<file path="config.mk">
export PLATFORM = sky130hd
export DESIGN_NAME = rstp_front
export DESIGN_NICKNAME = d
export VERILOG_FILES = /design/src/hw/rtl/range_scan_to_points_top_macros.svh /design/src/hw/rtl/rstp_pkg.sv /design/src/hw/rtl/rstp_front.sv
export SDC_FILE = /design/constraint.sdc
export NUM_CORES = 2
export LEC_CHECK = 0
export BUFFER_PORTS_ARGS = -buffer_cell sky130_fd_sc_hd__buf_2
export CELL_PAD_IN_SITES_DETAIL_PLACEMENT = 0
export CELL_PAD_IN_SITES_GLOBAL_PLACEMENT = 1
export CORE_ASPECT_RATIO = 0.8
export CORE_MARGIN = 5
export CORE_UTILIZATION = 53
export CTS_BUF_LIST = sky130_fd_sc_hd__clkbuf_8
export DETAILED_ROUTE_END_ITERATION = 8
export PLACE_DENSITY = 0.95
export SLEW_MARGIN = 20
export SYNTH_ARGS = -nofsm -noshare
export SYNTH_HDL_FRONTEND = slang
export SYNTH_SLANG_ARGS = --single-unit
export TNS_END_PERCENT = 30
</file>
<file path="constraint.sdc">
create_clock -name clk -period 11.6 [get_ports clk]
set_input_delay 1.16 -clock clk [delete_from_list [all_inputs] [get_ports clk]]
set_output_delay 1.16 -clock clk [all_outputs]
set_load 0.05 [all_outputs]
</file>
<file path="src/hw/rtl/range_scan_to_points_top_macros.svh">
// assertion helpers shared by the range scan rtl
`ifndef RANGE_SCAN_TO_POINTS_TOP_MACROS_SVH
`define RANGE_SCAN_TO_POINTS_TOP_MACROS_SVH
`ifndef SYNTH
// clocked check, switched off while reset is low
`define RSTP_ASSERT(lbl, clk, rst_n, prop, msg) \
	lbl: assert property (@(posedge clk) disable iff (!rst_n) prop) else $error(msg);
// clocked check that also holds through reset
`define RSTP_ASSERT_ANY(lbl, clk, prop, msg) \
	lbl: assert property (@(posedge clk) prop) else $error(msg);
`else
`define RSTP_ASSERT(lbl, clk, rst_n, prop, msg)
`define RSTP_ASSERT_ANY(lbl, clk, prop, msg)
`endif
`endif

</file>
<file path="src/hw/rtl/rstp_pkg.sv">
package rstp_pkg;

	// default field widths
	localparam int DIST_BITS_DEF  = 20;
	localparam int PHASE_BITS_DEF = 16;
	localparam int ANGLE_W        = 16;
	localparam int CFG_ADDR_W     = 2;

	// register indexes
	localparam logic [CFG_ADDR_W-1:0] REG_ANGLE_START = 2'd0;
	localparam logic [CFG_ADDR_W-1:0] REG_ANGLE_STEP  = 2'd1;
	localparam logic [CFG_ADDR_W-1:0] REG_MIN_RANGE   = 2'd2;
	localparam logic [CFG_ADDR_W-1:0] REG_MAX_RANGE   = 2'd3;

	// quadrant codes of the reduced angle
	localparam logic [1:0] QUAD_0 = 2'd0;
	localparam logic [1:0] QUAD_1 = 2'd1;
	localparam logic [1:0] QUAD_2 = 2'd2;
	localparam logic [1:0] QUAD_3 = 2'd3;

	// fixed point trig formats
	localparam int TURN_W = 32;
	localparam int Q30_W  = 30;
	localparam int T_W    = 31;
	localparam logic [T_W-1:0] Q30_ONE = 31'h4000_0000;
	localparam logic [Q30_W-1:0] OCT_HALF = 30'h2000_0000;
	localparam logic [TURN_W-1:0] OCT_OFFSET = 32'h2000_0000;
	// fractional part of pi/2 in q32, integer part is one
	localparam logic [31:0] HALF_PI_FRAC = 32'd2451551556;

	// horner chain, one cell per step, sine lane idle in the last cell
	localparam int N_CELLS   = 5;
	localparam int SIN_STEPS = 4;
	localparam int unsigned SIN_DIVS [N_CELLS] = '{72, 42, 20, 6, 1};
	localparam int unsigned COS_DIVS [N_CELLS] = '{90, 56, 30, 12, 2};

	// one beam moving through the trig chain
	typedef struct packed {
		logic [1:0]       quad;
		logic             rneg;
		logic             kept;
		logic [Q30_W-1:0] ang;
		logic [Q30_W-1:0] x2;
		logic [T_W-1:0]   t_sin;
		logic [T_W-1:0]   t_cos;
	} beam_t;

endpackage

</file>
<file path="src/hw/rtl/rstp_front.sv">
module rstp_front
	import rstp_pkg::*;
#(
	parameter int DIST_BITS  = DIST_BITS_DEF,
	parameter int PHASE_BITS = PHASE_BITS_DEF
) (
	input  logic                  clk,
	input  logic                  arst_n,
	input  logic                  cfg_we,
	input  logic [CFG_ADDR_W-1:0] cfg_addr,
	input  logic [((DIST_BITS > ANGLE_W) ? DIST_BITS : ANGLE_W)-1:0] cfg_wdata,
	input  logic                  in_valid,
	output logic                  in_ready,
	input  logic [DIST_BITS-1:0]  distance,
	input  logic                  first_of_scan,
	output logic                  out_valid,
	input  logic                  out_ready,
	output beam_t                 out_beam,
	output logic [DIST_BITS-1:0]  out_dist
);

	logic [PHASE_BITS-1:0] start_q, step_q, phase_q;
	logic [DIST_BITS-1:0]  min_q, max_q;
	logic [PHASE_BITS-1:0] ph;
	logic [TURN_W-1:0]     v;
	logic [Q30_W-1:0]      absr;
	logic                  gate;

	logic                  v_s1, v_s2, v_s3;
	logic                  rdy1, rdy2, rdy3;
	logic [Q30_W-1:0]      absr_s1;
	logic [1:0]            quad_s1, quad_s2;
	logic                  rneg_s1, rneg_s2, kept_s1, kept_s2;
	logic [DIST_BITS-1:0]  dist_s1, dist_s2, dist_s3;
	logic [Q30_W-1:0]      ang_s2;
	beam_t                 beam_s3;

	logic [61:0]           frac_prod;
	logic [Q30_W-1:0]      ang;
	logic [59:0]           sq_prod;
	beam_t                 beam_nx;

	// configuration registers
	always_ff @(posedge clk or negedge arst_n) begin
		if (!arst_n) begin
			start_q <= '0;
			step_q  <= '0;
			min_q   <= '0;
			max_q   <= '1;
		end else if (cfg_we) begin
			unique case (cfg_addr)
				REG_ANGLE_START: start_q <= PHASE_BITS'({{(TURN_W-ANGLE_W){cfg_wdata[ANGLE_W-1]}},
					cfg_wdata[ANGLE_W-1:0]});
				REG_ANGLE_STEP: step_q <= PHASE_BITS'({{(TURN_W-ANGLE_W){cfg_wdata[ANGLE_W-1]}},
					cfg_wdata[ANGLE_W-1:0]});
				REG_MIN_RANGE: min_q <= DIST_BITS'(cfg_wdata);
				REG_MAX_RANGE: max_q <= DIST_BITS'(cfg_wdata);
				default: ;
			endcase
		end
	end

	// stall chain
	assign rdy3     = !v_s3 || out_ready;
	assign rdy2     = !v_s2 || rdy3;
	assign rdy1     = !v_s1 || rdy2;
	assign in_ready = rdy1;

	// beam phase, reloaded on the first sample of a scan
	assign ph = first_of_scan ? start_q : phase_q;

	always_ff @(posedge clk or negedge arst_n) begin
		if (!arst_n) begin
			phase_q <= '0;
		end else if (in_valid && rdy1) begin
			phase_q <= ph + step_q;
		end
	end

	// octant centred residual and quadrant
	assign v    = {ph, {(TURN_W-PHASE_BITS){1'b0}}} + OCT_OFFSET;
	assign absr = v[29] ? {1'b0, v[28:0]} : (OCT_HALF - {1'b0, v[28:0]});
	assign gate = (distance > min_q) && (distance < max_q);

	// stage 1: range gate and angle reduction
	always_ff @(posedge clk or negedge arst_n) begin
		if (!arst_n) begin
			v_s1 <= 1'b0;
		end else if (rdy1) begin
			v_s1 <= in_valid;
		end
	end

	always_ff @(posedge clk) begin
		if (rdy1) begin
			absr_s1 <= absr;
			quad_s1 <= v[31:30];
			rneg_s1 <= !v[29];
			kept_s1 <= gate;
			dist_s1 <= distance;
		end
	end

	// stage 2: residual to radians in q30
	assign frac_prod = 62'(absr_s1) * 62'(HALF_PI_FRAC);
	assign ang       = absr_s1 + Q30_W'((frac_prod + 62'h8000_0000) >> 32);

	always_ff @(posedge clk or negedge arst_n) begin
		if (!arst_n) begin
			v_s2 <= 1'b0;
		end else if (rdy2) begin
			v_s2 <= v_s1;
		end
	end

	always_ff @(posedge clk) begin
		if (rdy2) begin
			ang_s2  <= ang;
			quad_s2 <= quad_s1;
			rneg_s2 <= rneg_s1;
			kept_s2 <= kept_s1;
			dist_s2 <= dist_s1;
		end
	end

	// stage 3: squared angle, horner terms start at one
	assign sq_prod = 60'(ang_s2) * 60'(ang_s2);

	always_comb begin
		beam_nx       = '0;
		beam_nx.quad  = quad_s2;
		beam_nx.rneg  = rneg_s2;
		beam_nx.kept  = kept_s2;
		beam_nx.ang   = ang_s2;
		beam_nx.x2    = Q30_W'((sq_prod + 60'h2000_0000) >> 30);
		beam_nx.t_sin = Q30_ONE;
		beam_nx.t_cos = Q30_ONE;
	end

	always_ff @(posedge clk or negedge arst_n) begin
		if (!arst_n) begin
			v_s3 <= 1'b0;
		end else if (rdy3) begin
			v_s3 <= v_s2;
		end
	end

	always_ff @(posedge clk) begin
		if (rdy3) begin
			beam_s3 <= beam_nx;
			dist_s3 <= dist_s2;
		end
	end

	assign out_valid = v_s3;
	assign out_beam  = beam_s3;
	assign out_dist  = dist_s3;

endmodule

</file>
* Yosys cells after proc, flatten, opt, wreduce, memory -nomap -nowiden *
Cells that the tools add are included.

word-level totals
  output and inout bits = 148
  input bits = 48
  bits in registers = 283

cells by class
  add/subtract/negate cells = 6
  eq/ne operators = 3
  order comparisons = 2
  reduce and logical (&&, ||, !) cells = 14
  multipliers = 2
  mux-type cells = 2

operators with widths
  kind                    count
  $add 62x32->62 const B  1
  $add 60x30->60 const B  1
  $mul 30x30->60          1
  $mul 30x30->60 const B  1
  $add 32x30->32 const B  1
  $add 30x30->30          1
  $sub 30x29->30 const A  1
  $mux 29                 1
  $gt 20x20->1            1
  $lt 20x20->1            1
  $add 16x16->16          1
  $mux 16                 1
  $reduce_and 2->1        4
  $eq 2x2->1 const B      2
  $logic_not 1->1         4
  $logic_or 1x1->1        3
  $eq 2x1->1 const B      1
  $logic_and 1x1->1       2
  $logic_not 2->1         1

* Depth between registers and ports, before layout *
  depth after elaboration = 5
  gate-level depth with buffers = 39

* Least setup slack after synthesis *
OpenSTA, ideal clock, no wires.

  kind = register -> register
  from = reg absr_s1[18]
  to = reg ang_s2[29] (data pin)
  arrival = 8.783 ns
  buffers on the path = 1
  stages on the path, launching flop included = 34
  setup slack = 2.556 ns
  data required time = 11.339 ns
  library setup time = 0.261 ns
  path through = edfxtp_1 fa_1 fa_1 inv_1 fa_1 fa_1 fa_1 inv_1 fa_1 fa_1 ha_1 ha_1 and3_1 a221o_1 a41o_1 a21oi_2 xnor2_1 and4_1 and4_1 buf_6 nand3_1 xnor2_1 ha_1 a21o_1 a21oi_1 o21bai_1 a21oi_1 o21bai_1 a21oi_1 o21bai_1 a2111o_1 o211ai_1 o211ai_1 xnor2_1

on the way
  longest elaborated chain between the ends = 3

ends and longest elaborated chain
  element                   RTL line           source
  start: declaration        rstp_front.sv:31   logic [Q30_W-1:0] absr_s1;
  start signal: assignment  rstp_front.sv:96   absr_s1 <= absr;
  $mul 30x30->60            rstp_front.sv:105  assign frac_prod = 62'(absr_s1) * 62'(HALF_PI_FRAC);
  $add 62x32->62            rstp_front.sv:106  assign ang = absr_s1 + Q30_W'((frac_prod + 62'h8000_0000) >> 32);
  $add 30x30->30 (*)        rstp_front.sv:106
  via ang[29]               rstp_front.sv:39   logic [Q30_W-1:0] ang;
  end signal: assignment    rstp_front.sv:118  ang_s2 <= ang;
  end: declaration          rstp_front.sv:35   logic [Q30_W-1:0] ang_s2;

Mark *: on every way through the listed nets, which the timed path passes. The rest lies on a longest branch.
A chain may end at the register's enable or synchronous reset.

* Final worst setup path *
  from = reg absr_s1[25]
  to = reg ang_s2[29] (data pin)

The elaborated chain is that of the path after synthesis.

==> flow_summary.yaml <==
setup_path:
  path_common_cell: "fa_1"
  cp_top_family: "adder cells"
  critPathLaunchType: "register"
  critPathArrivalTime_ns: 10.46
  critPathRequiredTime_ns: 11.98
  cp_slowest_cell: "edfxtp_1"
  critical_path_buf_inv_count: 2
  critPathKind: "reg -> reg"
  crit_path_end_kind: "register"
  cp_max_fo: 14
  cpPeakStageDelay_ns: 0.86
synthesis:
  yosysWarnings: 0
  synth_top_cell_by_area: "fa_1"
  ys.flop_type: "edfxtp_1"
  synth_seq_area_share_pct: 16.9
  synth_top_area_share_pct: 37.0
  netlist-cell-type-count: 94
  async_flop_share_pct: 34.1
  synth_area_um2: 45000
  synthCells: 4260
  syn_area_per_cell_um2: 10.6
  synth.most_common_cell: "inv_1"
  synth_common_cells: "inv_1 (1102), fa_1 (832), ha_1 (611), nand2_1 (276), and2_1 (206)"
  synth_area_leaders: "fa_1 (37%), ha_1 (17%), edfxtp_1 (12%), inv_1 (9.2%), dfrtp_1 (3.9%)"
  ys_ff_latch: 267
  synth-edff-count: 176
sta:
  hold_viol_final: 0
  fin_crit_sh_pct: 86.9
  finalCriticalPeriod_ns: 10.08
  tightest_slew_ns: 1.08
  clock_skew_ns: 0.0421
  timing.final.ws_setup_ns: 1.52
  drv_slew: 0
  max_freq_mhz: 99.2
  timing.slew.headroom_pct: 27.8
  setup_tns_ns: 0
  setup-violations-final: 0
  rsz0062_at_grt: "false"
floorplan:
  start_util_pct: 53.5
  die_h_um: 271
  core_area_um2: 84200
  die-area_um2: 90900
  ioPinCount: 196
  die_w_um: 336
  rows: 95
drt:
  dr_wl_met3_mm: 8.50
  drtAntennaViolNets: 0
  drcViolationCount: 0
  vias: 28800
  wl_per_cell_um: 18.7
  drt-initial-drc-count: 1834
  viasPerCell: 5.21
  wl_met2_mm: 47.2
  wl_met1_mm: 45.6
  routed.top_layer: "met4"
  wl_mm: 104
  first_pass_iters: 5
clocking:
  cts_tree: "built"
  cts_root_buf: "clkbuf_8"
  cts_made_buffers: 48
  htree_levels: 2
  post_cts_buffers: 0
  cts_sinks: 267
  worst_skew_pair.late_latency_ns: 0.65
  clk_pin_slew_ns: 0.06
  cts_resized: 0
  postCtsHoldBufs: 0
  clock_path_buffers: 3
cells_and_area:
  num-fill-cells: 7066
  seq_area_um2: 7590
  multi_input_area_um2: 32600
  final_nets: 5870
  drive_above_1_share_pct: 9.08
  layoutNonFillerInstCount: 5537
  area_growth_pct: 6.16
  fin_area_um2: 47800
worst_hold_path:
  hp-class: "in -> async"
placed_design:
  place_hpwl_mm: 84.7
  dpl-instance-area_um2: 46700
  dp_slack_ns: 1.60
  io_buffers: 133
  gp_congestion: 0.902
  place_inst: 5443
grt:
  grt_usage_pct: 23.5
  grt_remaining_overflow: 0
  grt_antenna_before_repair: 2
  grt_pass1_vias: 31600
  grt_max_degree: 77
  grt_pass1_wl_mm: 170
job:
  maxCapViolations: 0
outcome:
  status: "finished clean"
flip-flops by register name, summed over array words and instances, names as in the netlist:
signal,count
absr_s1,14
ang_s2,30
dist_s1,20
dist_s2,20
kept_s1,1
kept_s2,1
max_q,20
min_q,20
out_beam,64
out_dist,20
out_valid,1
phase_q,16
quad_s1,2
quad_s2,2
rneg_s1,1
rneg_s2,1
start_q,16
step_q,16
v_s1,1
v_s2,1
cells by family (layout without fill, tap and decap cells):
kind of cell / after synthesis / count (layout) / share of synthesized area [%]
compound gates: 309 / 309 / 4.80
simple gates: 744 / 744 / 8.29
mux: 94 / 94 / 2.32
other cells: 2 / 66 / 0.0167
flops: 267 / 267 / 16.9
xor+xnor: 131 / 131 / 2.57
buf+inv: 1270 / 1368 / 11.1
fa+ha+maj: 1443 / 1443 / 54.0
routing by layer:
metal,up-vias,global-route usage (%)
met5,-,0
met4,0,5.18
met3,133,5.42
met2,888,36.9
met1,14600,33.8
li1,13300,-
stage by stage:
stage,utilization [%],hold WS (ns)
after global routing,56.8,0.340
after detailed placement,55.5,0.405
final,56.8,0.361
after floorplan,-,0.400
after global placement,55.5,0.400
after CTS,56.7,0.337
final timing paths:
check / from / to / slack, ns / cells after the start
max: absr_s1[25] / ang_s2[29] / 1.52 / 32
min: arst_n / start_q[8] / 0.36 / 1
max reg2reg: absr_s1[25] / ang_s2[29] / 1.52 / 32
min reg2reg: dist_s2[14] / out_dist[14] / 0.41 / 0
max in group asynchronous: arst_n / min_q[17] / 9.99 / 2
min in group clk: dist_s2[14] / out_dist[14] / 0.41 / 0
worst register-to-register path: cells and delay by family (launching register included):
kind	cells	cell delay [ns]
compound gates	13	2.70
xor+xnor	3	0.71
fa+ha+maj	10	4.26
buf+inv	2	0.14
flops	1	0.86
simple gates	4	1.12
placed cells by master (no fill, tap or decap), drive strengths merged, types with 6 or more instances in the layout:
cell,synthesis,routed
or2,7,7
ha,611,611
nand4,19,19
xnor2,92,92
mux2,83,83
nor3,20,20
and2,207,207
o21a,10,10
nand2,277,277
a211oi,11,11
o211ai,9,9
nand2b,18,18
dfstp,20,20
nor2,111,111
o21ai,56,56
clkinv,3,18
a2111oi,6,6
inv,1103,1120
a21boi,7,7
conb,2,62
clkbuf,97,53
o21bai,16,16
fa,832,832
dfrtp,71,71
buf,67,173
o31ai,8,8
mux2i,11,11
xor2,39,39
nand3,23,23
edfxtp,176,176
and3,19,19
a21oi,92,92
nor2b,18,18
a21o,50,50
cell type report:
class                   instances  area share (%)
clock buffers                  53            1.53
multi-input cells            2783            68.3
well taps                    1115            2.92
clock inverters                36           0.568
repair buffers                173            2.04
diodes                          4          0.0210
flip-flops and latches        267            15.9
inverters                    1106            8.70
Power is left out: the tool's default activity adds up to more than one toggle a clock period on the data nets, which glitch-free logic cannot reach.
